**config.mk**
```make
export PLATFORM = sky130hd
export DESIGN_NAME = weighted_round_robin_picker
export DESIGN_NICKNAME = d
export VERILOG_FILES = /design/src/rtl/wrrp_pkg.sv /design/src/rtl/wrrp_front.sv /design/src/rtl/wrrp_gcd.sv /design/src/rtl/wrrp_back.sv /design/src/rtl/weighted_round_robin_picker.sv
export SDC_FILE = /design/constraint.sdc
export NUM_CORES = 1
export LEC_CHECK = 0
export BUFFER_PORTS_ARGS = -buffer_cell sky130_fd_sc_hd__buf_2
export CAP_MARGIN = 0
export CORE_UTILIZATION = 44
export CTS_BUF_LIST = sky130_fd_sc_hd__clkbuf_8 sky130_fd_sc_hd__clkbuf_16
export CTS_CLUSTER_DIAMETER = 120
export DETAILED_ROUTE_END_ITERATION = 8
export GPL_ROUTABILITY_DRIVEN = 0
export PLACE_DENSITY = 0.64
export SETUP_SLACK_MARGIN = 0.15
export SLEW_MARGIN = 10
export SYNTH_ARGS = -nofsm -noshare
export SYNTH_HDL_FRONTEND = slang
export SYNTH_HIERARCHICAL = 1
export SYNTH_SLANG_ARGS = --single-unit
```
**constraint.sdc**
```tcl
create_clock -name clk -period 4.9 [get_ports clk]
set_input_delay 0.735 -clock clk [delete_from_list [all_inputs] [get_ports clk]]
set_output_delay 0.735 -clock clk [all_outputs]
set_load 0.01 [all_outputs]
```
**src/rtl/wrrp_pkg.sv**
```systemverilog
`default_nettype none
// ----------------------------------------------------------------------------
// wrrp_pkg
// Shared constants, types and helper functions of the weighted round-robin
// picker.
// ----------------------------------------------------------------------------
package wrrp_pkg;

  localparam int MAX_SERVERS = 8;
  localparam int WEIGHT_BITS = 8;

  localparam int WORD_W   = 64;
  localparam int COUNT_W  = 4;
  localparam int INDEX_W  = 3;
  localparam int DATA_W   = 64;
  localparam int ADDR_W   = 4;
  localparam int IDX_W    = $clog2(MAX_SERVERS);
  localparam int CNT_W    = $clog2(MAX_SERVERS + 1);
  localparam int CW_W     = WEIGHT_BITS + 1;
  localparam int PAD_W    = MAX_SERVERS * WEIGHT_BITS;

  localparam int QUEUE_DEPTH = 2;
  localparam int QPTR_W      = $clog2(QUEUE_DEPTH);
  localparam int QCNT_W      = $clog2(QUEUE_DEPTH + 1);

  localparam logic REG_SERVER_COUNT = 1'b0;
  localparam logic REG_WEIGHT_WORD  = 1'b1;

  typedef struct packed {
    logic rewind;
  } q_item_t;

  typedef struct packed {
    logic                   start;
    logic [WEIGHT_BITS-1:0] a;
    logic [WEIGHT_BITS-1:0] b;
  } gcd_req_t;

  typedef struct packed {
    logic                   done;
    logic [WEIGHT_BITS-1:0] result;
  } gcd_rsp_t;

  typedef enum logic [2:0] {
    B_IDLE,
    B_SCAN,
    B_GCD,
    B_FIX,
    B_SEARCH
  } back_state_t;

  function automatic logic [CNT_W-1:0] pool_size(input logic [COUNT_W-1:0] sc);
    logic [CNT_W-1:0] n;
    if (sc == '0) begin
      n = CNT_W'(1);
    end else if (sc > COUNT_W'(MAX_SERVERS)) begin
      n = CNT_W'(MAX_SERVERS);
    end else begin
      n = CNT_W'(sc);
    end
    return n;
  endfunction

  function automatic logic [WEIGHT_BITS-1:0] weight_of(input logic [WORD_W-1:0] word,
                                                       input logic [IDX_W-1:0] idx);
    logic [PAD_W+WORD_W-1:0] ext;
    ext = {{PAD_W{1'b0}}, word};
    return ext[idx*WEIGHT_BITS +: WEIGHT_BITS];
  endfunction

endpackage
`default_nettype wire

```
**src/rtl/wrrp_front.sv**
```systemverilog
`default_nettype none
// ----------------------------------------------------------------------------
// wrrp_front
// Accepts request words, tags each with its rewind flag and holds them in a
// short queue for the sequencer.
// ----------------------------------------------------------------------------
module wrrp_front import wrrp_pkg::*; (
  input  logic    clk,
  input  logic    rst,
  input  logic    req_valid,
  output logic    req_ready,
  input  logic    restart,
  output logic    q_valid,
  output q_item_t q_item,
  input  logic    q_pop
);

  q_item_t           slots [QUEUE_DEPTH];
  logic [QPTR_W-1:0] wr_ptr;
  logic [QPTR_W-1:0] rd_ptr;
  logic [QCNT_W-1:0] fill;
  logic              push;
  logic              pop;

  assign req_ready = (fill != QCNT_W'(QUEUE_DEPTH));
  assign q_valid   = (fill != '0);
  assign q_item    = slots[rd_ptr];
  assign push      = req_valid && req_ready;
  assign pop       = q_pop && q_valid;

  always_ff @(posedge clk) begin
    if (rst) begin
      wr_ptr <= '0;
      rd_ptr <= '0;
      fill   <= '0;
    end else begin
      if (push) begin
        wr_ptr <= (wr_ptr == QPTR_W'(QUEUE_DEPTH - 1)) ? '0 : wr_ptr + QPTR_W'(1);
      end
      if (pop) begin
        rd_ptr <= (rd_ptr == QPTR_W'(QUEUE_DEPTH - 1)) ? '0 : rd_ptr + QPTR_W'(1);
      end
      if (push && !pop) begin
        fill <= fill + QCNT_W'(1);
      end else if (pop && !push) begin
        fill <= fill - QCNT_W'(1);
      end
    end
  end

  always_ff @(posedge clk) begin
    if (push) begin
      slots[wr_ptr].rewind <= restart;
    end
  end

endmodule
`default_nettype wire

```
**src/rtl/wrrp_gcd.sv**
```systemverilog
`default_nettype none
// ----------------------------------------------------------------------------
// wrrp_gcd
// Subtractive greatest common divisor unit, one subtraction per cycle.
// ----------------------------------------------------------------------------
module wrrp_gcd import wrrp_pkg::*; (
  input  logic     clk,
  input  logic     rst,
  input  gcd_req_t req,
  output gcd_rsp_t rsp
);

  logic                   busy;
  logic [WEIGHT_BITS-1:0] x;
  logic [WEIGHT_BITS-1:0] y;

  assign rsp.done   = busy && (x == y);
  assign rsp.result = x;

  always_ff @(posedge clk) begin
    if (rst) begin
      busy <= 1'b0;
    end else if (req.start) begin
      busy <= 1'b1;
    end else if (busy && (x == y)) begin
      busy <= 1'b0;
    end
  end

  always_ff @(posedge clk) begin
    if (req.start) begin
      x <= req.a;
      y <= req.b;
    end else if (busy) begin
      if (x > y) begin
        x <= x - y;
      end else if (y > x) begin
        y <= y - x;
      end
    end
  end

endmodule
`default_nettype wire

```
**src/rtl/wrrp_back.sv**
```systemverilog
`default_nettype none
// ----------------------------------------------------------------------------
// wrrp_back
// Pick sequencer: derives divisor and largest weight, walks the cursor one
// server per cycle unless an untaken pick blocks; holds the pick until taken.
// ----------------------------------------------------------------------------
module wrrp_back import wrrp_pkg::*; (
  input  logic               clk,
  input  logic               rst,
  input  logic               cfg_touch,
  input  logic [COUNT_W-1:0] server_count,
  input  logic [WORD_W-1:0]  weight_word,
  input  logic               q_valid,
  input  q_item_t            q_item,
  output logic               q_pop,
  output gcd_req_t           gcd_req,
  input  gcd_rsp_t           gcd_rsp,
  output logic               pick_valid,
  input  logic               pick_ready,
  output logic [INDEX_W-1:0] server_index,
  output logic               none_eligible
);

  back_state_t            state, state_next;
  logic                   started, started_next;
  logic                   first, first_next;
  logic [IDX_W-1:0]       cursor, cursor_next;
  logic [CW_W-1:0]        cw, cw_next;
  logic [WEIGHT_BITS-1:0] divisor, divisor_next;
  logic [WEIGHT_BITS-1:0] largest, largest_next;
  logic [IDX_W-1:0]       scan_idx, scan_idx_next;
  logic                   pick_valid_next;
  logic [INDEX_W-1:0]     server_index_next;
  logic                   none_eligible_next;

  logic [IDX_W-1:0]       last;
  logic [WEIGHT_BITS-1:0] scan_w;
  logic                   scan_last;
  logic [IDX_W-1:0]       s_step;
  logic [CW_W-1:0]        cw_step;
  logic                   hit;
  logic                   slot_free;

  assign last      = IDX_W'(pool_size(server_count) - CNT_W'(1));
  assign scan_w    = weight_of(weight_word, scan_idx);
  assign scan_last = (scan_idx == last);
  assign s_step    = first ? '0 : ((cursor == last) ? '0 : cursor + IDX_W'(1));
  assign slot_free = !pick_valid || pick_ready;

  always_comb begin
    cw_step = cw;
    if (s_step == '0) begin
      if (cw <= CW_W'(divisor)) begin
        cw_step = CW_W'(largest);
      end else begin
        cw_step = cw - CW_W'(divisor);
      end
    end
  end

  assign hit = (CW_W'(weight_of(weight_word, s_step)) >= cw_step);

  always_comb begin
    state_next = state;
    unique case (state)
      B_IDLE: begin
        if (q_valid) begin
          state_next = (q_item.rewind || !started) ? B_SCAN : B_SEARCH;
        end
      end
      B_SCAN: begin
        if ((scan_w != '0) && (divisor != '0)) begin
          state_next = B_GCD;
        end else if (scan_last) begin
          state_next = B_FIX;
        end
      end
      B_GCD: begin
        if (gcd_rsp.done) begin
          state_next = scan_last ? B_FIX : B_SCAN;
        end
      end
      B_FIX: begin
        if (largest != '0) begin
          state_next = B_SEARCH;
        end else if (slot_free) begin
          state_next = B_IDLE;
        end
      end
      B_SEARCH: begin
        if (hit && slot_free) begin
          state_next = B_IDLE;
        end
      end
      default: state_next = B_IDLE;
    endcase
  end

  always_comb begin
    started_next       = started;
    first_next         = first;
    cursor_next        = cursor;
    cw_next            = cw;
    divisor_next       = divisor;
    largest_next       = largest;
    scan_idx_next      = scan_idx;
    pick_valid_next    = pick_valid && !pick_ready;
    server_index_next  = server_index;
    none_eligible_next = none_eligible;
    q_pop              = 1'b0;
    gcd_req.start      = 1'b0;
    gcd_req.a          = divisor;
    gcd_req.b          = scan_w;
    unique case (state)
      B_IDLE: begin
        if (q_valid) begin
          q_pop = 1'b1;
          if (q_item.rewind || !started) begin
            started_next  = 1'b0;
            scan_idx_next = '0;
            divisor_next  = '0;
            largest_next  = '0;
          end else begin
            first_next = 1'b0;
          end
        end
      end
      B_SCAN: begin
        if (scan_w != '0) begin
          if (scan_w > largest) begin
            largest_next = scan_w;
          end
          if (divisor == '0) begin
            divisor_next = scan_w;
          end else begin
            gcd_req.start = 1'b1;
          end
        end
        if (!((scan_w != '0) && (divisor != '0)) && !scan_last) begin
          scan_idx_next = scan_idx + IDX_W'(1);
        end
      end
      B_GCD: begin
        if (gcd_rsp.done) begin
          divisor_next = gcd_rsp.result;
          if (!scan_last) begin
            scan_idx_next = scan_idx + IDX_W'(1);
          end
        end
      end
      B_FIX: begin
        if (largest != '0) begin
          cw_next     = '0;
          cursor_next = '0;
          first_next  = 1'b1;
        end else if (slot_free) begin
          pick_valid_next    = 1'b1;
          server_index_next  = '0;
          none_eligible_next = 1'b1;
        end
      end
      B_SEARCH: begin
        if (!hit || slot_free) begin
          cursor_next = s_step;
          cw_next     = cw_step;
          first_next  = 1'b0;
        end
        if (hit && slot_free) begin
          started_next       = 1'b1;
          pick_valid_next    = 1'b1;
          server_index_next  = INDEX_W'(s_step);
          none_eligible_next = 1'b0;
        end
      end
      default: begin
        started_next = 1'b0;
      end
    endcase
    if (cfg_touch) begin
      started_next = 1'b0;
    end
  end

  always_ff @(posedge clk) begin
    if (rst) begin
      state      <= B_IDLE;
      started    <= 1'b0;
      first      <= 1'b0;
      cursor     <= '0;
      cw         <= '0;
      divisor    <= WEIGHT_BITS'(1);
      largest    <= '0;
      pick_valid <= 1'b0;
    end else begin
      state      <= state_next;
      started    <= started_next;
      first      <= first_next;
      cursor     <= cursor_next;
      cw         <= cw_next;
      divisor    <= divisor_next;
      largest    <= largest_next;
      pick_valid <= pick_valid_next;
    end
  end

  always_ff @(posedge clk) begin
    scan_idx      <= scan_idx_next;
    server_index  <= server_index_next;
    none_eligible <= none_eligible_next;
  end

endmodule
`default_nettype wire

```
**src/rtl/weighted_round_robin_picker.sv**
```systemverilog
`default_nettype none
// ----------------------------------------------------------------------------
// weighted_round_robin_picker
// Interleaved weighted round-robin picker with a register port for the
// server count and the packed weights.
//
//   Channel   Handshake              Word
//   request   req_valid/req_ready    restart
//   pick      pick_valid/pick_ready  server_index, none_eligible
//   config    psel/penable/pready    paddr, pwdata, prdata (64 bits)
//
// A pick in sequence leaves the queue, then the cursor visits one server
// after another until it finds one whose weight reaches the current weight.
// The first pick after reset, a register write or a restart first walks the
// pool once, and each positive weight after the first also runs the divisor
// unit. Requests queue two deep, and the result register lets a new pick
// start while the previous word waits to be taken.
// ----------------------------------------------------------------------------
module weighted_round_robin_picker import wrrp_pkg::*; (
  input  logic               clk,
  input  logic               rst,
  input  logic               psel,
  input  logic               penable,
  input  logic               pwrite,
  input  logic [ADDR_W-1:0]  paddr,
  input  logic [DATA_W-1:0]  pwdata,
  output logic [DATA_W-1:0]  prdata,
  output logic               pready,
  input  logic               req_valid,
  output logic               req_ready,
  input  logic               restart,
  output logic               pick_valid,
  input  logic               pick_ready,
  output logic [INDEX_W-1:0] server_index,
  output logic               none_eligible
);

  logic [COUNT_W-1:0] server_count;
  logic [WORD_W-1:0]  weight_word;
  logic               cfg_write;
  logic               cfg_touch;
  logic               q_valid;
  q_item_t            q_item;
  logic               q_pop;
  gcd_req_t           gcd_req;
  gcd_rsp_t           gcd_rsp;

  assign pready    = 1'b1;
  assign cfg_write = psel && penable && pwrite && pready;
  assign cfg_touch = cfg_write;

  always_ff @(posedge clk) begin
    if (rst) begin
      server_count <= COUNT_W'(1);
      weight_word  <= '0;
    end else if (cfg_write) begin
      unique case (paddr[3])
        REG_SERVER_COUNT: server_count <= pwdata[COUNT_W-1:0];
        REG_WEIGHT_WORD:  weight_word  <= pwdata[WORD_W-1:0];
        default:          server_count <= server_count;
      endcase
    end
  end

  always_comb begin
    unique case (paddr[3])
      REG_SERVER_COUNT: prdata = DATA_W'(server_count);
      REG_WEIGHT_WORD:  prdata = DATA_W'(weight_word);
      default:          prdata = '0;
    endcase
  end

  wrrp_front u_front (
    .clk       (clk),
    .rst       (rst),
    .req_valid (req_valid),
    .req_ready (req_ready),
    .restart   (restart),
    .q_valid   (q_valid),
    .q_item    (q_item),
    .q_pop     (q_pop)
  );

  wrrp_gcd u_gcd (
    .clk (clk),
    .rst (rst),
    .req (gcd_req),
    .rsp (gcd_rsp)
  );

  wrrp_back u_back (
    .clk           (clk),
    .rst           (rst),
    .cfg_touch     (cfg_touch),
    .server_count  (server_count),
    .weight_word   (weight_word),
    .q_valid       (q_valid),
    .q_item        (q_item),
    .q_pop         (q_pop),
    .gcd_req       (gcd_req),
    .gcd_rsp       (gcd_rsp),
    .pick_valid    (pick_valid),
    .pick_ready    (pick_ready),
    .server_index  (server_index),
    .none_eligible (none_eligible)
  );

`ifndef ASSERT_OFF
  a_none_index_zero: assert property (@(posedge clk) disable iff (rst)
    (pick_valid && none_eligible) |-> (server_index == '0))
    else $error("A word with no eligible server carries a non-zero index.");

  a_index_in_pool: assert property (@(posedge clk) disable iff (rst)
    (pick_valid && !none_eligible) |->
      (CNT_W'(server_index) < pool_size(server_count)))
    else $error("The chosen server lies outside the pool.");

  a_pick_weighted: assert property (@(posedge clk) disable iff (rst)
    (pick_valid && !none_eligible) |->
      (weight_of(weight_word, IDX_W'(server_index)) != '0))
    else $error("A server with zero weight was chosen.");
`endif

endmodule
`default_nettype wire

```
### Yosys cells after proc, flatten, opt, wreduce, memory -nomap -nowiden

Memories as Yosys holds them, arrays and structs flattened. A register that Yosys moved wholly into a read port is not among the register bits.
Cells that the tools add are included.
Widths: inputs -> output; s select.

* bits in registers: 130
* bits in writable memories: 2
* bits of input ports: 76
* output and inout port bits: 71
* logic and storage cells: 198
* memories: 1

* add/sub/neg operators: 10
* order comparisons: 6
* equality and inequality tests: 25
* shift-type cells: 2
* muxes and demuxes: 80
* bitwise logic cells: 2
* reductions and logical operators: 53

Memories
* u_front.slots: words 2, width 1, read ports 1, clocked after memory_dff 1, wr ports 1, RTL line wrrp_front.sv:18 `q_item_t slots [QUEUE_DEPTH];`

Operator list (count)
* $shiftx 128x7->8: 2
* $pmux 64 s2: 1
* $mux 8: 14
* $mux 3: 21
* $mux 9: 4
* $mux 1: 26
* $gt 8x8->1: 3
* $pmux 8 s3: 1
* $reduce_bool 8->1: 3
* $ne 2x1->1 const B: 9
* $pmux 9 s2: 1
* $pmux 8 s2: 1
* $reduce_bool 2->1: 8
* $sub 8x8->8: 2
* $pmux 3 s5: 1
* $reduce_and 5->1: 3
* $ne 2x2->1 const B: 7
* $pmux 3 s2: 2
* $reduce_and 6->1: 2
* $logic_and 1x1->1: 11
* $ge 8x9->1: 1
* $le 9x8->1: 1
* $pmux 3 s3: 1
* $sub 9x8->9: 1
* other kinds (27): 52

### Depth between registers and ports, before layout

Gate-level depths: netlist (run 1).

* depth in word-level cells: 14
* depth in mapped cells: 20
* mapped depth without buffers: 18

### By module

Netlist (run 1), hierarchy kept.

By module, submodules not included
* wrrp_back: times used 1, cells each 576, area each 4620.7 µm², sequential area each 890.9 µm²
* weighted_round_robin_picker: times used 1, cells each 366, area each 3552.2 µm², sequential area each 1361.3 µm²
* wrrp_gcd: times used 1, cells each 179, area each 1574.0 µm², sequential area each 500.5 µm²
* wrrp_front: times used 1, cells each 27, area each 294.0 µm², sequential area each 160.2 µm²

### Worst setup path after synthesis (run 1)

OpenSTA, ideal clock, no wires.

* path type: register to register
* start point: register server_count[1]
* end point: register u_back.first
* library setup time: 0.086 ns
* arrival time: 4.077 ns
* required time: 4.814 ns
* setup slack: 0.737 ns
* stages on the path, launching flop included: 19
* path buffers: 1
* clock period less this slack: 4.163 ns
* path through: dfxtp_1 -> o21bai_1 -> nand2_1 -> ha_1 -> xor2_1 -> nand3_1 -> o21ai_4 -> and2_0 -> buf_2 -> nand2_1 -> o31a_1 -> ha_1 -> nand2b_1 -> a211oi_1 -> o21ai_0 -> a221oi_2 -> a2111oi_4 -> a211o_1 -> a221oi_2

* cells in the longest elaborated chain, start to end: 14
* elaborated cells on any way between the ends: 16
* classes of those cells: add/sub: 1; order compare: 2; eq/ne: 2; shift: 1; mux: 5; reduce/logical: 5

Ends and longest elaborated chain
* start: declaration: RTL line weighted_round_robin_picker.sv:38 `logic [COUNT_W-1:0] server_count;`
* start signal: assignment: RTL line weighted_round_robin_picker.sv:58 `REG_SERVER_COUNT: server_count <= pwdata[COUNT_W-1:0];`
* start signal: assignment: RTL line weighted_round_robin_picker.sv:60 `default: server_count <= server_count;`
* $gt 4x4->1: RTL line wrrp_pkg.sv:56 `end else if (sc > COUNT_W'(MAX_SERVERS)) begin`
* $mux 3: RTL line wrrp_pkg.sv:56
* $mux 3 (*): RTL line wrrp_pkg.sv:54 `if (sc == '0) begin`
* $sub 3x1->3 (*): RTL line wrrp_back.sv:44 `assign last = IDX_W'(pool_size(server_count) - CNT_W'(1));`
* $eq 3x3->1 (*): RTL line wrrp_back.sv:47 `assign s_step = first ? '0 : ((cursor == last) ? '0 : cursor + IDX_W'(1));`
* $mux 3 (*) (2 in series): RTL line wrrp_back.sv:47
* parallel branches: the longest is 2 deep, another holds $shiftx 128x7->8
* $ge 8x9->1 (*): RTL line wrrp_back.sv:61 `assign hit = (CW_W'(weight_of(weight_word, s_step)) >= cw_step);`
* $logic_not 1->1 (*): RTL line wrrp_back.sv:163 `if (!hit || slot_free) begin`
* $logic_or 1x1->1 (*): RTL line wrrp_back.sv:163
* $ne 2x1->1 (no line) (*)
* $reduce_and 5->1 (no line) (*)
* end signal: assignment: RTL line wrrp_back.sv:197 `first <= first_next;`
* end: declaration: RTL line wrrp_back.sv:26 `logic first, first_next;`

Mark *: on every way between the ends.
A chain may end at the register's enable or synchronous reset.

### Worst setup path in the final report (run 1)

* start point: register server_count[1]
* end point: register u_back.none_eligible, enable pin

* cells in the longest elaborated chain, start to end: 13
* elaborated cells on any way between the ends: 15
* classes of those cells: add/sub: 1; order compare: 2; eq/ne: 2; shift: 1; mux: 5; reduce/logical: 4

Ends and longest elaborated chain
* $gt 4x4->1: RTL line wrrp_pkg.sv:56
* $mux 3: RTL line wrrp_pkg.sv:56
* $mux 3 (*): RTL line wrrp_pkg.sv:54
* $sub 3x1->3 (*): RTL line wrrp_back.sv:44
* $eq 3x3->1 (*): RTL line wrrp_back.sv:47
* $mux 3 (*) (2 in series): RTL line wrrp_back.sv:47
* parallel branches: the longest is 2 deep, another holds $shiftx 128x7->8
* $ge 8x9->1 (*): RTL line wrrp_back.sv:61
* $logic_and 1x1->1 (*): RTL line wrrp_back.sv:168 `if (hit && slot_free) begin`
* $ne 2x1->1 (no line) (*)
* $reduce_and 4->1 (no line) (*)
* end signal: assignment: RTL line wrrp_back.sv:209 `none_eligible <= none_eligible_next;`
* end: declaration: RTL line wrrp_back.sv:21 `output logic none_eligible`

Marked as above.

==> results.py, run 1 <==
metrics = {
    "global_routing": {
        "antenna_found_initial": 0,
        "gr-total-overflow": 0,
        "grt_pass1_vias": 8495,
        "grt_max_degree": 116,
        "track_usage": 0.240,
        "grt_pass1_wl_um": 44800,
    },
    "power": {
        "swShare": 0.406,
        "p_int_uw": 3210,
        "comb_power_share": 0.458,
        "power_uw": 5400,
        "leakage_uw": 0.00470,
        "power_density_nw_per_um2": 471,
        "power.switching_uw": 2190,
        "power.share.sequential": 0.294,
        "p_clk_frac": 0.248,
        "ir_worst_vdd_v": 0.000278,
    },
    "route": {
        "drc": 0,
        "ant_nets": 0,
        "wire_per_inst_um": 17.9,
        "wirelength_um": 27900,
        "vias": 8836,
        "drt_iter0_drc": 635,
        "via_per_inst": 5.68,
        "first_pass_iters": 5,
    },
    "floorplan": {
        "die_area_um2": 23400,
        "die_width_um": 153,
        "io_pins": 147,
        "dieHeight_um": 153,
        "fp-row-count": 54,
        "design.core.area_um2": 22100,
        "start_util": 0.454,
    },
    "hold_path": {
        "hold_start": "restart",
        "holdPathEnd": "u_front/slots[1]",
        "min_path_cells": 1,
        "min-delay-path-class": "in2reg",
    },
    "final_layout": {
        "multi_input_area_um2": 6560,
        "regArea_um2": 2910,
        "layout-drive-gt1-share": 0.205,
        "antenna_cells": 0,
        "area_delta_synth_final_pct": 14.3,
        "num-nets-final": 1386,
        "nFillCells": 2086,
    },
    "critical_path": {
        "cp_max_fo": 23,
        "r2r_cells": 20,
        "start_kind": "flop",
        "cp.arrival_ns": 4.61,
        "required_ns": 5.10,
        "end_kind": "flop",
        "r2r-start": "server_count[1]",
        "r2r-end": "u_back/none_eligible",
        "worstSetupPathType": "reg2reg",
        "regToRegSetupSlack_ns": 0.49,
    },
    "synth": {
        "synth_area_um2": 10000,
        "syn_inst": 1148,
        "synth_edf_count": 25,
        "synth.distinct_cells": 82,
        "yosys-top-cells-area": "dfxtp_1, nand2b_1, mux2i_1",
        "ys_async_sr_fraction": 0,
        "synth_top_flop_cell": "dfxtp_1",
        "ys_seq_elements": 133,
        "synth.largest_area_cell": "dfxtp_1",
        "avgSynthCellArea_um2": 8.75,
        "synth_warnings": 6,
        "synth_top_area_share": 0.215,
        "synth_nets": 1271,
        "synth-seq-area-share": 0.290,
    },
    "sta": {
        "hold_viol": 0,
        "maxSlewHeadroom": 0.316,
        "hold_ws_ns": 0.495,
        "timing.fmax_mhz": 227,
        "skew_ns": 0.0145,
        "period_share": 0.901,
        "finalSetupViolCount": 0,
        "post-route-min-period_ns": 4.41,
        "worst_pin_slew_ns": 1.03,
        "rsz0062_at_grt": "false",
        "fin_setup_tns_ns": 0,
        "slew_viol_final": 0,
    },
    "cts": {
        "clock_sinks": 133,
        "cts_tree": "yes",
        "path_clk_slew_ns": 0.06,
        "insertion_delay_ns": 0.43,
        "cts_inserted_buffers": 17,
        "clockRootBuffer": "clkbuf_16",
        "clock_path_buffers": 2,
        "htreeDepth": 4,
    },
    "placed_design": {
        "io_buffers": 142,
        "dp_hpwl_um": 20700,
    },
    "outcome": {
        "status": "finished, final reports clean",
    },
    "flow_run": {
        "cap_viol_max_count": 0,
    },
}
-- cell families after synthesis --
family	Yosys count	synth area share
and+or+nand+nor	514	0.277
AOI/OAI and AO/OA	199	0.150
DFF	133	0.290
muxes	125	0.146
buffers and inverters	111	0.0594
adders and majority gates	47	0.0608
xor gates and xnor gates	18	0.0164
other	1	0.000373
-- worst max-delay path: stages, from the launching register on --
cell       delay, ns
dfxtp_1         0.37
o21bai_4        0.20
nand2_1         0.10
ha_1            0.34
xor2_1          0.27
nand3_1         0.19
o21ai_4         0.33
buf_12          0.21
a22oi_1         0.10
a211oi_1        0.29
a31oi_1         0.08
ha_1            0.28
nand2b_1        0.14
a211oi_1        0.21
o21ai_0         0.13
a221oi_2        0.25
buf_4           0.20
a2111oi_4       0.05
a21oi_1         0.18
nor2_1          0.09
buf_4           0.17
-- worst max-delay path by stage --
stage	from	end	slack (ns)
after floorplan	server_count[1]	u_back/first	0.74
after global placement	server_count[1]	u_back/server_index[1]	0.48
after detailed placement	server_count[1]	u_back/server_index[1]	0.45
after CTS	server_count[1]	u_back/none_eligible	0.41
after global routing	server_count[1]	u_back/server_index[1]	0.11
final	server_count[1]	u_back/none_eligible	0.49
-- cell usage in the layout (no fill, tap or decap), types with 5 or more instances in the layout --
cell type / Yosys / routed
a211oi_1: 13 / 13
a21o_1: 5 / 5
a21oi_1: 40 / 40
a221oi_1: 19 / 19
a22o_1: 7 / 7
a31o_2: 5 / 5
and2_1: 70 / 69
buf_2: 7 / 141
buf_4: 3 / 19
clkbuf_16: 0 / 18
dfxtp_1: 108 / 108
edfxtp_1: 25 / 25
ha_1: 44 / 44
inv_1: 46 / 47
mux2_2: 13 / 13
mux2i_1: 96 / 96
mux4_2: 16 / 16
nand2_1: 117 / 116
nand2b_1: 154 / 154
nand3_1: 13 / 13
nand4_1: 5 / 5
nor2_1: 75 / 74
nor2b_1: 11 / 11
nor3_1: 8 / 8
nor3b_1: 7 / 7
nor4_1: 15 / 15
o21ai_0: 34 / 34
o221ai_1: 5 / 5
o31ai_1: 14 / 14
or3_1: 6 / 6
or4_1: 11 / 11
xnor2_1: 6 / 6
xor2_1: 11 / 11
-- flip-flops by register name, summed over array words and instances (netlist names), 3 cells and up, named ones only --
register and cells:
u_gcd/x 8, u_back/cursor 3, u_back/server_index 3, u_back/scan_idx 3, u_back/cw 9, u_back/divisor 8, u_gcd/y 8, u_back/largest 8
weight_word 64, server_count 4, u_back/state 3
-- Yosys cell counts, types with 16 or more instances --
cell and number:
nand2b_1 154, nand2_1 117, dfxtp_1 108, mux2i_1 96
nor2_1 75, and2_1 70, inv_1 46, ha_1 44
a21oi_1 40, clkbuf_1 38, o21ai_0 34, edfxtp_1 25
a221oi_1 19, mux4_2 16
-- layer usage --
metal,track usage,up-vias,routed length (um)
li1,-,4295,-
met4,0.0928,0,801
met1,0.304,4218,12400
met3,0.0425,58,1260
met2,0.403,265,13500
met5,0,-,0
-- through the flow --
stage	worst slack [ns]	cell area [um^2]	std cells	util
after floorplan	0.737	10000	1148	-
after global placement	0.478	10800	1524	0.491
after detailed placement	0.446	10800	1524	0.491
after CTS	0.410	11500	1556	0.518
after global routing	0.114	11500	1556	0.519
final	0.486	11500	1556	0.519
-- power by group through the flow --
stage                     Clock [uW]  Sequential [uW]  Combinational, uW
after floorplan                    0             1460               2060
after global placement             0             1610               2410
after detailed placement           0             1610               2440
after CTS                       1360             1590               2460
after global routing            1410             1610               2740
final                           1340             1590               2480
-- repair_timing --
action,4_1_cts,5_1_grt
hold buffers,0,0
endpoints found under the setup margin,0,16
buffers inserted,0,0
gates resized for setup,0,6
-- final cells by class --
class / instances / share of cell area
flip-flops and latches: 133 / 0.254
multi-input cells: 904 / 0.571
well taps: 280 / 0.0305
repair buffers: 161 / 0.0757
inverters: 46 / 0.0150
clock inverters: 14 / 0.0142
clock buffers: 18 / 0.0393
(Power assumes the default switching activity.)
==> run 2, diff against run 1 <==
--- a/config.mk
+++ b/config.mk
@@ -8,14 +8,12 @@
 export BUFFER_PORTS_ARGS = -buffer_cell sky130_fd_sc_hd__buf_2
 export CAP_MARGIN = 0
 export CORE_UTILIZATION = 44
-export CTS_BUF_LIST = sky130_fd_sc_hd__clkbuf_8 sky130_fd_sc_hd__clkbuf_16
+export CTS_BUF_LIST = sky130_fd_sc_hd__clkbuf_16
 export CTS_CLUSTER_DIAMETER = 120
 export DETAILED_ROUTE_END_ITERATION = 8
 export GPL_ROUTABILITY_DRIVEN = 0
-export PLACE_DENSITY = 0.64
 export SETUP_SLACK_MARGIN = 0.15
 export SLEW_MARGIN = 10
 export SYNTH_ARGS = -nofsm -noshare
 export SYNTH_HDL_FRONTEND = slang
-export SYNTH_HIERARCHICAL = 1
 export SYNTH_SLANG_ARGS = --single-unit
==> run 2 against run 1 <==
Power fell by 15%. Sequential power shrank 6%. Sequential cell count unchanged. Sequential share of layout area increased by 2.4 points. Cell area shrank 8.7%. Largest power group unchanged. First-iteration DRC count grew 3.9%.
==> results.py, run 2 <==
metrics = {
    "final_layout": {
        "multi_input_area_um2": 5600,
        "area_delta_synth_final_pct": 17.4,
        "reg.largest.list": "weight_word: 64 flops, u_back.cw: 9 flops",
        "regArea_um2": 2910,
        "nFillCells": 1903,
        "layout-drive-gt1-share": 0.218,
        "largest_reg_flops": 64,
        "num-nets-final": 1301,
        "fin_area_um2": 10500,
        "layout_commonest_cell": "nand2_1",
        "antenna_cells": 0,
        "regMostFlops": "weight_word",
        "mostFrequentLayoutCells": "nand2_1, buf_2, dfxtp_1, a21oi_1, nor2_1",
    },
    "critical_path": {
        "end_kind": "flop",
        "max_stage_delay_ns": 0.44,
        "crit_path_cell_trace": "o21ba_2 > nor2_4 > inv_1 > ha_1 > xnor2_2 > xnor2_2 > a211o_2 > nand2b_1 > or2_0 > mux4_2 > mux2_2 > ha_1 > a2111oi_4 > nand2_1 > o21ai_0 > nor3_2 > o211a_4 > nor2_4 > mux2_2",
        "cp_max_fo": 8,
        "cp.arrival_ns": 4.87,
        "start_kind": "flop",
        "required_ns": 5.22,
        "worstSetupPathType": "reg2reg",
        "crit_slowest_cell": "mux4_2",
    },
    "sta": {
        "period_share": 0.929,
        "rsz0062_at_grt": "false",
        "post-route-min-period_ns": 4.55,
        "setup_ws_ns": 0.346,
        "fin_setup_tns_ns": 0,
        "hold_viol": 0,
        "finalSetupViolCount": 0,
        "hold_ws_ns": 0.495,
        "maxSlewHeadroom": 0.215,
        "skew_ns": 0.0108,
        "slew_viol_final": 0,
        "timing.fmax_mhz": 220,
        "worst_pin_slew_ns": 1.18,
    },
    "placed_design": {
        "post-place-ws_ns": 0.0804,
        "io_buffers": 142,
        "place_area_um2": 9820,
        "dp_hpwl_um": 20200,
    },
    "route": {
        "wire_per_inst_um": 18.7,
        "vias": 8118,
        "ant_nets": 0,
        "first_pass_iters": 5,
        "drc": 0,
        "via_per_inst": 5.58,
        "wirelength_um": 27200,
        "drt_iter0_drc": 660,
    },
    "synth": {
        "ys_top_cells_by_count": "nand2_1, dfxtp_1, a21oi_1",
        "synth_nets": 1187,
        "synth_warnings": 0,
        "synth_top_area_share": 0.242,
        "avgSynthCellArea_um2": 8.39,
        "synth.largest_area_cell": "dfxtp_1",
        "synthMostInstantiatedCell": "nand2_1",
        "ys_async_sr_fraction": 0,
        "synth_area_um2": 8920,
        "synth.distinct_cells": 77,
        "synth_top_flop_cell": "dfxtp_1",
        "synth_edf_count": 25,
        "ys_seq_elements": 133,
        "syn_inst": 1064,
        "yosys-top-cells-area": "dfxtp_1, edfxtp_1, nand2_1",
        "synth-seq-area-share": 0.326,
    },
    "cts": {
        "cts_tree": "yes",
        "clock_path_buffers": 2,
        "insertion_delay_ns": 0.43,
        "clock_sinks": 133,
        "clockRootBuffer": "clkbuf_16",
        "htreeDepth": 4,
        "post_cts_buffers": 0,
        "path_clk_slew_ns": 0.07,
        "cts_inserted_buffers": 17,
        "cts_hold_buf": 0,
    },
    "global_routing": {
        "antenna_found_initial": 0,
        "grt_max_degree": 68,
        "gr-total-overflow": 0,
        "grt_pass1_vias": 7907,
        "grt_pass1_wl_um": 43100,
        "track_usage": 0.272,
    },
    "power": {
        "power_density_nw_per_um2": 438,
        "leakage_uw": 0.00442,
        "ir_worst_vdd_v": 0.000263,
    },
    "floorplan": {
        "start_util": 0.454,
        "dieHeight_um": 144,
        "fp-row-count": 51,
        "design.core.area_um2": 19700,
        "die_width_um": 144,
        "die_area_um2": 20900,
        "io_pins": 147,
    },
    "hold_path": {
        "min-delay-path-class": "in2reg",
    },
    "flow_run": {
        "cap_viol_max_count": 0,
    },
    "outcome": {
        "status": "finished, final reports clean",
    },
}
## run 2: changes by cell type after synthesis, sizes merged, moves of 9 or more
cell    change
nand2b    -144
a21oi      +61
nand2      +50
mux2i      -47
a221oi     -20
xnor2      +12
o31ai      -11
buf         -9
## run 2: metal layers
metal | track usage | vias up | share of wire | routed length (um)
li1 | - | 3981 | - | -
met4 | 0.0881 | 0 | 0.026 | 693
met1 | 0.359 | 3851 | 0.46 | 12400
met3 | 0.0477 | 48 | 0.041 | 1110
met2 | 0.450 | 238 | 0.48 | 12900
met5 | 0 | - | 0 | 0
## run 2: power by group
| group | internal [uW] | leakage (uW) | switching [uW] |
|---|---|---|---|
| clock network | 806 | 0.000299 | 526 |
| logic | 756 | 0.00302 | 999 |
| registers | 1310 | 0.00110 | 190 |
| total | 2870 | 0.00442 | 1720 |
## run 2: area by class of cell
type                            count  share of cell area
Multi-Input combinational cell    816               0.535
Sequential cell                   133               0.278
Timing Repair Buffer              157              0.0788
Clock buffer                       19              0.0454
Tap cell                          265              0.0317
Inverter                           53              0.0190
Clock inverter                     12              0.0121
## run 2: worst paths after layout
| kind | slack [ns] | end | cells after the start | startpoint |
|---|---|---|---|---|
| max | 0.35 | u_back.cw[4] | 19 | server_count[1] |
| min | 0.50 | u_front.slots[0] | 1 | restart |
| max reg2reg | 0.35 | u_back.cw[4] | 19 | server_count[1] |
| min reg2reg | 0.50 | weight_word[49] | 2 | weight_word[49] |
## run 2: cells by family after synthesis
| group | after synthesis | share of synthesized area |
|---|---|---|
| AND/OR/NAND/NOR | 421 | 0.231 |
| other | 1 | 0.000420 |
| XOR/XNOR | 27 | 0.0273 |
| buffers and inverters | 115 | 0.0517 |
| adder cells (fa/ha/maj) | 47 | 0.0684 |
| multiplexers | 86 | 0.126 |
| AO/OA/AOI/OAI | 234 | 0.169 |
| flip-flops | 133 | 0.326 |
## run 2: worst max-delay path: cells and delay by family (launching register included)
family,cells,cell delay [ns]
simple gates,6,0.86
xor+xnor,2,0.39
mux,3,1.07
fa+ha+maj,2,0.58
buf+inv,1,0.06
compound gates,5,1.13
flops,1,0.34
## run 2: what timing repair did
action                                  4_1_cts  5_1_grt
endpoints found under the setup margin        7       12
resized for setup                             2        9
gates cloned                                  0        0
## run 2: metrics by stage
stage               power (uW)   util  std cells
floorplan                 2820      -       1064
global placement          3230  0.500       1424
detailed placement        3260  0.500       1424
CTS                       4590  0.531       1455
global route              4870  0.533       1455
finish                    4590  0.533       1455
